<file path="config.mk">
export PLATFORM = sky130hd
export DESIGN_NAME = lzwd_ctrl
export DESIGN_NICKNAME = d
export VERILOG_FILES = /design/src/design/lzw_decoder_macros.svh /design/src/design/lzwd_pkg.sv /design/src/design/lzwd_ctrl.sv
export SDC_FILE = /design/constraint.sdc
export NUM_CORES = 1
export LEC_CHECK = 0
export BUFFER_PORTS_ARGS = -buffer_cell sky130_fd_sc_hd__buf_2
export CAP_MARGIN = 40
export CORE_AREA = 8 8 45 47
export CTS_BUF_LIST = sky130_fd_sc_hd__clkbuf_8
export CTS_CLUSTER_SIZE = 14
export DETAILED_ROUTE_END_ITERATION = 10
export DIE_AREA = 0 0 53 55
export SYNTH_ARGS = -nofsm -noshare
export SYNTH_HDL_FRONTEND = slang
export SYNTH_SLANG_ARGS = --single-unit
</file>
<file path="constraint.sdc">
create_clock -name clock -period 1.4 [get_ports clock]
set_input_delay 0.28 -clock clock [delete_from_list [all_inputs] [get_ports clock]]
set_output_delay 0.28 -clock clock [all_outputs]
set_load 0.005 [all_outputs]
</file>
<file path="src/design/lzw_decoder_macros.svh">
// Assertion macros used by the LZW decoder top level.
`ifndef LZW_DECODER_MACROS_SVH
`define LZW_DECODER_MACROS_SVH
`ifndef SYNTHESIS
// Same-cycle implication, checked at every rising edge outside reset.
`define LZWD_ASSERT_IMP(label, clk, rst, ante, cons, msg) \
   label: assert property (@(posedge clk) disable iff (rst) (ante) |-> (cons)) \
      else $error(msg);
// Next-cycle implication, checked at every rising edge outside reset.
`define LZWD_ASSERT_NXT(label, clk, rst, ante, cons, msg) \
   label: assert property (@(posedge clk) disable iff (rst) (ante) |=> (cons)) \
      else $error(msg);
`else
`define LZWD_ASSERT_IMP(label, clk, rst, ante, cons, msg)
`define LZWD_ASSERT_NXT(label, clk, rst, ante, cons, msg)
`endif
`endif

</file>
<file path="src/design/lzwd_pkg.sv">
// Shared constants, controller states and command/status types of the LZW decoder.
`default_nettype none
package lzwd_pkg;

   // Fixed field widths.
   localparam int CODE_W      = 12;
   localparam int BYTE_W      = 8;
   localparam int REQ_TDATA_W = 16;
   localparam int ROOTS       = 256;

   // Default sizes of the dictionary and of the longest string.
   localparam int DICT_SIZE_DEF = 4096;
   localparam int MAX_LEN_DEF   = 64;

   // Controller states.
   typedef enum logic [2:0] {
      ST_IDLE,
      ST_WALK,
      ST_SETTLE,
      ST_EMIT,
      ST_EXTRA,
      ST_ERR
   } state_type;

   // Commands from the controller to the datapath.
   typedef struct packed {
      logic accept;
      logic step;
      logic commit;
      logic pop;
      logic emit_first;
      logic emit_bad;
   } cmd_type;

   // Status from the datapath to the controller.
   typedef struct packed {
      logic req_bad;
      logic cur_root;
      logic stack_one;
      logic stack_empty;
      logic stack_full;
      logic special;
      logic out_free;
   } sts_type;

endpackage
`default_nettype wire

</file>
<file path="src/design/lzwd_ctrl.sv">
// Controller state machine of the LZW decoder.
`default_nettype none
module lzwd_ctrl (
   input  wire logic             clock,
   input  wire logic             reset,
   input  wire logic             req_tvalid,
   output logic                  req_tready,
   input  wire lzwd_pkg::sts_type sts,
   output lzwd_pkg::cmd_type     cmd
);
   import lzwd_pkg::*;

   state_type state_ff;
   state_type state_in;

   // State register.
   always_ff @(posedge clock) begin
      if (reset) begin
         state_ff <= ST_IDLE;
      end else begin
         state_ff <= state_in;
      end
   end

   // Next state and commands.
   always_comb begin
      state_in   = state_ff;
      cmd        = '0;
      req_tready = 1'b0;
      unique case (state_ff)
         ST_IDLE: begin
            req_tready = 1'b1;
            if (req_tvalid) begin
               cmd.accept = 1'b1;
               state_in   = sts.req_bad ? ST_ERR : ST_WALK;
            end
         end
         ST_WALK: begin
            // One chain link per cycle until a root byte is reached.
            cmd.step = 1'b1;
            if (sts.cur_root) begin
               state_in = ST_SETTLE;
            end
         end
         ST_SETTLE: begin
            cmd.commit = 1'b1;
            state_in   = ST_EMIT;
         end
         ST_EMIT: begin
            if (sts.out_free) begin
               cmd.pop = 1'b1;
               if (sts.stack_one) begin
                  state_in = sts.special ? ST_EXTRA : ST_IDLE;
               end
            end
         end
         ST_EXTRA: begin
            if (sts.out_free) begin
               cmd.emit_first = 1'b1;
               state_in       = ST_IDLE;
            end
         end
         ST_ERR: begin
            if (sts.out_free) begin
               cmd.emit_bad = 1'b1;
               state_in     = ST_IDLE;
            end
         end
         default: begin
            state_in = ST_IDLE;
         end
      endcase
   end

endmodule
`default_nettype wire

</file>
---- Word level (Yosys, flattened, before mapping) ----
Index checks and enable logic that the tools add are counted.
cells by class
  reductions and logical operators ........ 3
  equal/unequal tests ..................... 10
  multiplexer cells ....................... 17
operators with widths
  operator                                       number
  two-way mux 3 bit                              7
  one-hot mux 3 bit (5 select lines)             1
  two-way mux 1 bit                              9
  != test 2 bit, second input constant           4
  == test 3 x 2 -> 1 bit, second input constant  2
  == test 3 bit, second input constant           2
  AND reduction 5 bit                            1
  == test 3 x 1 -> 1 bit, second input constant  1
  logical NOT 3 bit                              1
  != test 2 x 1 -> 1 bit, second input constant  1
  OR reduction 2 bit                             1
word-level totals
  word-level logic and storage cells ...... 31
  register bits ........................... 3
  input bits .............................. 10

---- Logic depth before layout (Yosys ltp) ----
  depth in word-level cells ............... 4
  depth in mapped cells ................... 4

---- Worst setup path after synthesis ----
OpenSTA, ideal clock, no wires.
  kind .................................... reg-to-output
  start point ............................. register state_ff[1]
  end point ............................... output port cmd[2] in the netlist's numbering
  data arrival time ....................... 952 ps
  setup slack ............................. 168 ps
  cell stages (with the launch flop) ...... 4
  required time ........................... 1120 ps
  buffers on the path ..................... 1
  cell sequence ........................... dfxtp_1 buf_4 or2b_2 nor2_1
RTL lines
  what                      RTL line         RTL
  start: declaration        lzwd_ctrl.sv:13  state_type state_ff;
  start signal: assignment  lzwd_ctrl.sv:21  state_ff <= state_in;
  end: declaration          lzwd_ctrl.sv:9   output lzwd_pkg::cmd_type cmd

==> metrics.cfg <==
[run_status]
outcome = finished clean

[setup_path]
worst_r2r_path_depth = 4
critical_path.reg2reg.endpoint = state_ff[0]
worstSetupEndpointType = primary output
worst_ep_arrival_time_ps = 1060
slowest_delay_ps = 350
crit_fanout = 7
required_ps = 1120
worst_setup_path_start_kind = flip-flop
rr_startpoint = state_ff[1]
timing.setup.critical_path_class = reg -> out
timing.critical_path.slowest_stage_cell = dfxtp_4
worst-r2r-setup-slack_ps = 280
critical_path.cell_chain = buf_4 -> nor2_4 -> and2_2 -> buf_2

[power_and_ir_drop]
p_total_w = 0.0005058
pwr-share-comb_pct = 28.7
leakage_nw = 0.2103
power.share.sequential_pct = 24.4
clkPwrFrac_pct = 46.9
switching_power_total_w = 0.0001351
power.ir.vdd_worst_uv = 527.5
internal-power_w = 0.0003708
p_sw_share_pct = 26.70
power-per-cell-area_mw_per_mm2 = 1111

[timing]
final.min_clock_period_ps = 1337
final_max_slew_viol_count = 0
hold_viol_final = 0
worst_pin_slew_ps = 273.0
fin_crit_share_pct = 95.50
achievable-frequency_mhz = 748.0
clock-skew-final_ps = 1.954
setup_total_negative_slack_ps = 0
timing.final.setup_violations = 0
slew_headroom_pct = 81.76
rsz0062_at_grt = no

[global_routing]
grt_start_max_net_pins = 12
grt_remaining_overflow = 0
globalRouteTotalUtil_pct = 5.298
first_global_vias = 284
grt_first_pass_wirelength_mm = 1.131
grt_antenna_before_repair = 0

[min_path]
timing.hold.worst_endpoint = state_ff[1]
min-delay-start = reset
hold-path-cell-count = 2
min_path_type = in -> reg

[synth]
synth_fa_ha_area_share_pct = 0
synth_edf_count = 0
syn_inst = 34
number_of_synthesized_register_bits = 3
synth_flop_cell = dfxtp_1
syn_avg_cell_area_um2 = 8.464
synth_largest_area_cell = dfxtp_1
synth_top_area_share_pct = 20.87
synth_warnings = 0
synth.net_count = 44
main_combinational_cell_family_by_area_after_synthesis = simple AND/OR/NAND/NOR gates
synth-xor-area-share_pct = 0
share_of_synthesized_area_occupied_by_flip_flops_and_latches_pct = 20.87
leading_cell_types_by_total_area_after_synthesis = dfxtp_1 21%, nand2b_1 6.5%, a2111oi_2 5.2%, a221oi_2 5.2%, buf_4 5.2%
yosysUniqueCellTypes = 25
async_flop_share_pct = 0
synth.cell_area_um2 = 287.8
synth_compound_area_share_pct = 25.65
yosys-mux-area-fraction_pct = 3.478
synth.cells.most_frequent = 3 x dfxtp_1, 3 x nand2b_1, 3 x nor2_1
simple_logic_cell_fraction_of_the_synthesized_area_pct = 40.87

[layout]
syn_to_final_growth_pct = 58.26
register_with_the_highest_flop_count = state_ff
stdcell_area_um2 = 455.4
drive_above_1_share_pct = 61.11
final_net_count = 65
fin_util_pct = 32.91
post_layout_nonfiller_instances = 70
antenna-diode-count = 0
largest_reg_flops = 3
largest_regs = state_ff: 3 flops

[clock_network]
tritoncts.num_buffers = 3
cts_tree = built
level_count_of_the_clock_h_tree = 1
cts_buffer_depth = 2
worst_skew_pair.late_latency_ps = 210
clock_sinks = 3
cts.hold.buffers_added = 0
clock_tree.root_cell = clkbuf_8
clkTransAtPathRegs_ps = 30

[placed_design]
hpwl_detailed_um = 568.2
io_buffer_count = 14
routability_congestion_estimate = 0.7129
detailed_place.area_um2 = 359.1
dp.cells = 62

[drt]
detail_route.drc_violations = 0
wl_per_cell_um = 11.27
final_antenna_net_count = 0
finalWirelength_um = 789
drtPass1Iterations = 4
route.detailed.vias_per_inst = 4.600
number_of_vias_in_the_routed_layout = 322
drt_iter0_drc = 14

[floorplan]
num_io_pins = 17
die_y_um = 55
coreArea_mm2 = 0.001384
floorplan.rows = 14
die_area_mm2 = 0.002915
die_width_um = 53
floorplan.initialDensity_pct = 20.80

[job]
max_cap_violations = 0

-- critical path: cells and delay by family, from the launching register on --
family	cells	cell delay, ps
buffers and inverters	2	260
flip-flops	1	350
AND/OR/NAND/NOR	2	240
-- cell families after synthesis --
logic type / count (synthesis)
simple gates: 18
compound gates: 9
flops: 3
buf+inv: 3
mux: 1
-- metal layers --
| metal | GRT usage, % | routed length (um) | part of all wire [%] |
|---|---|---|---|
| met4 | 2.586 | 0 | 0 |
| met2 | 7.813 | 354 | 45 |
| met5 | 0 | 0 | 0 |
| met1 | 5.615 | 310 | 39 |
| met3 | 3.743 | 124 | 16 |
-- worst max path at each step --
| stage | start | to | cells after the start | slack, ps |
|---|---|---|---|---|
| 4_1_cts | state_ff[2] | cmd[2] | 3 | 5 |
| 5_1_grt | state_ff[2] | cmd[4] | 4 | 7 |
| 3_3_place_gp | state_ff[2] | state_ff[2] | 3 | 130 |
| 2_1_floorplan | state_ff[1] | cmd[2] | 3 | 170 |
| 3_5_place_dp | state_ff[2] | state_ff[2] | 3 | 130 |
| 6_report | state_ff[1] | cmd[4] | 4 | 60 |
-- timing repair --
item | CTS | global route
setup buffers | 0 | 4
setup endpoints to repair | 6 | 4
resized for setup | 4 | 5
pin swaps | 0 | 1
-- metrics by stage --
stage	setup slack [ps]	hold WS, ps
after floorplan	167.8	348.9
after global placement	131.9	493.0
after detailed placement	127.7	497.5
after CTS	5.088	267.2
after global routing	6.752	279.1
final	63.04	275.4
-- power by group through the flow --
stage	Clock, W	Combinational (W)	Sequential [W]
2_1_floorplan	0	0.000105	0.000104
3_3_place_gp	0	0.000119	0.000125
3_5_place_dp	0	0.000121	0.000125
4_1_cts	0.000244	0.000121	0.000126
5_1_grt	0.000258	0.000162	0.000126
6_report	0.000237	0.000145	0.000124
-- layout make-up --
class	instances	area [um^2]
well taps	16	20.02
clock inverters	1	3.754
flip-flops and latches	3	71.32
fillers	151	928.4
repair buffers	19	107.6
clock buffers	3	41.29
multi-input cells	28	211.5
-- cell usage in the layout (no fill, tap or decap) --
cell type / instances
and4bb_2: 1
inv_1: 1
and3_1: 1
mux2i_1: 1
or2b_1: 1
a2111oi_2: 1
nor2_1: 2
a21o_1: 1
o22ai_1: 1
a221o_1: 1
o21ai_0: 2
a221oi_2: 1
nor3_2: 1
and2_1: 1
nand2b_1: 3
nor2b_1: 1
dfxtp_4: 3
nor2_4: 1
nand3_1: 1
buf_4: 5
clkbuf_8: 3
and2_2: 1
nor3b_1: 1
buf_2: 14
or2b_4: 1
nor2_2: 1
a21oi_1: 2
nand2_1: 1
(Power assumes the default switching activity.)
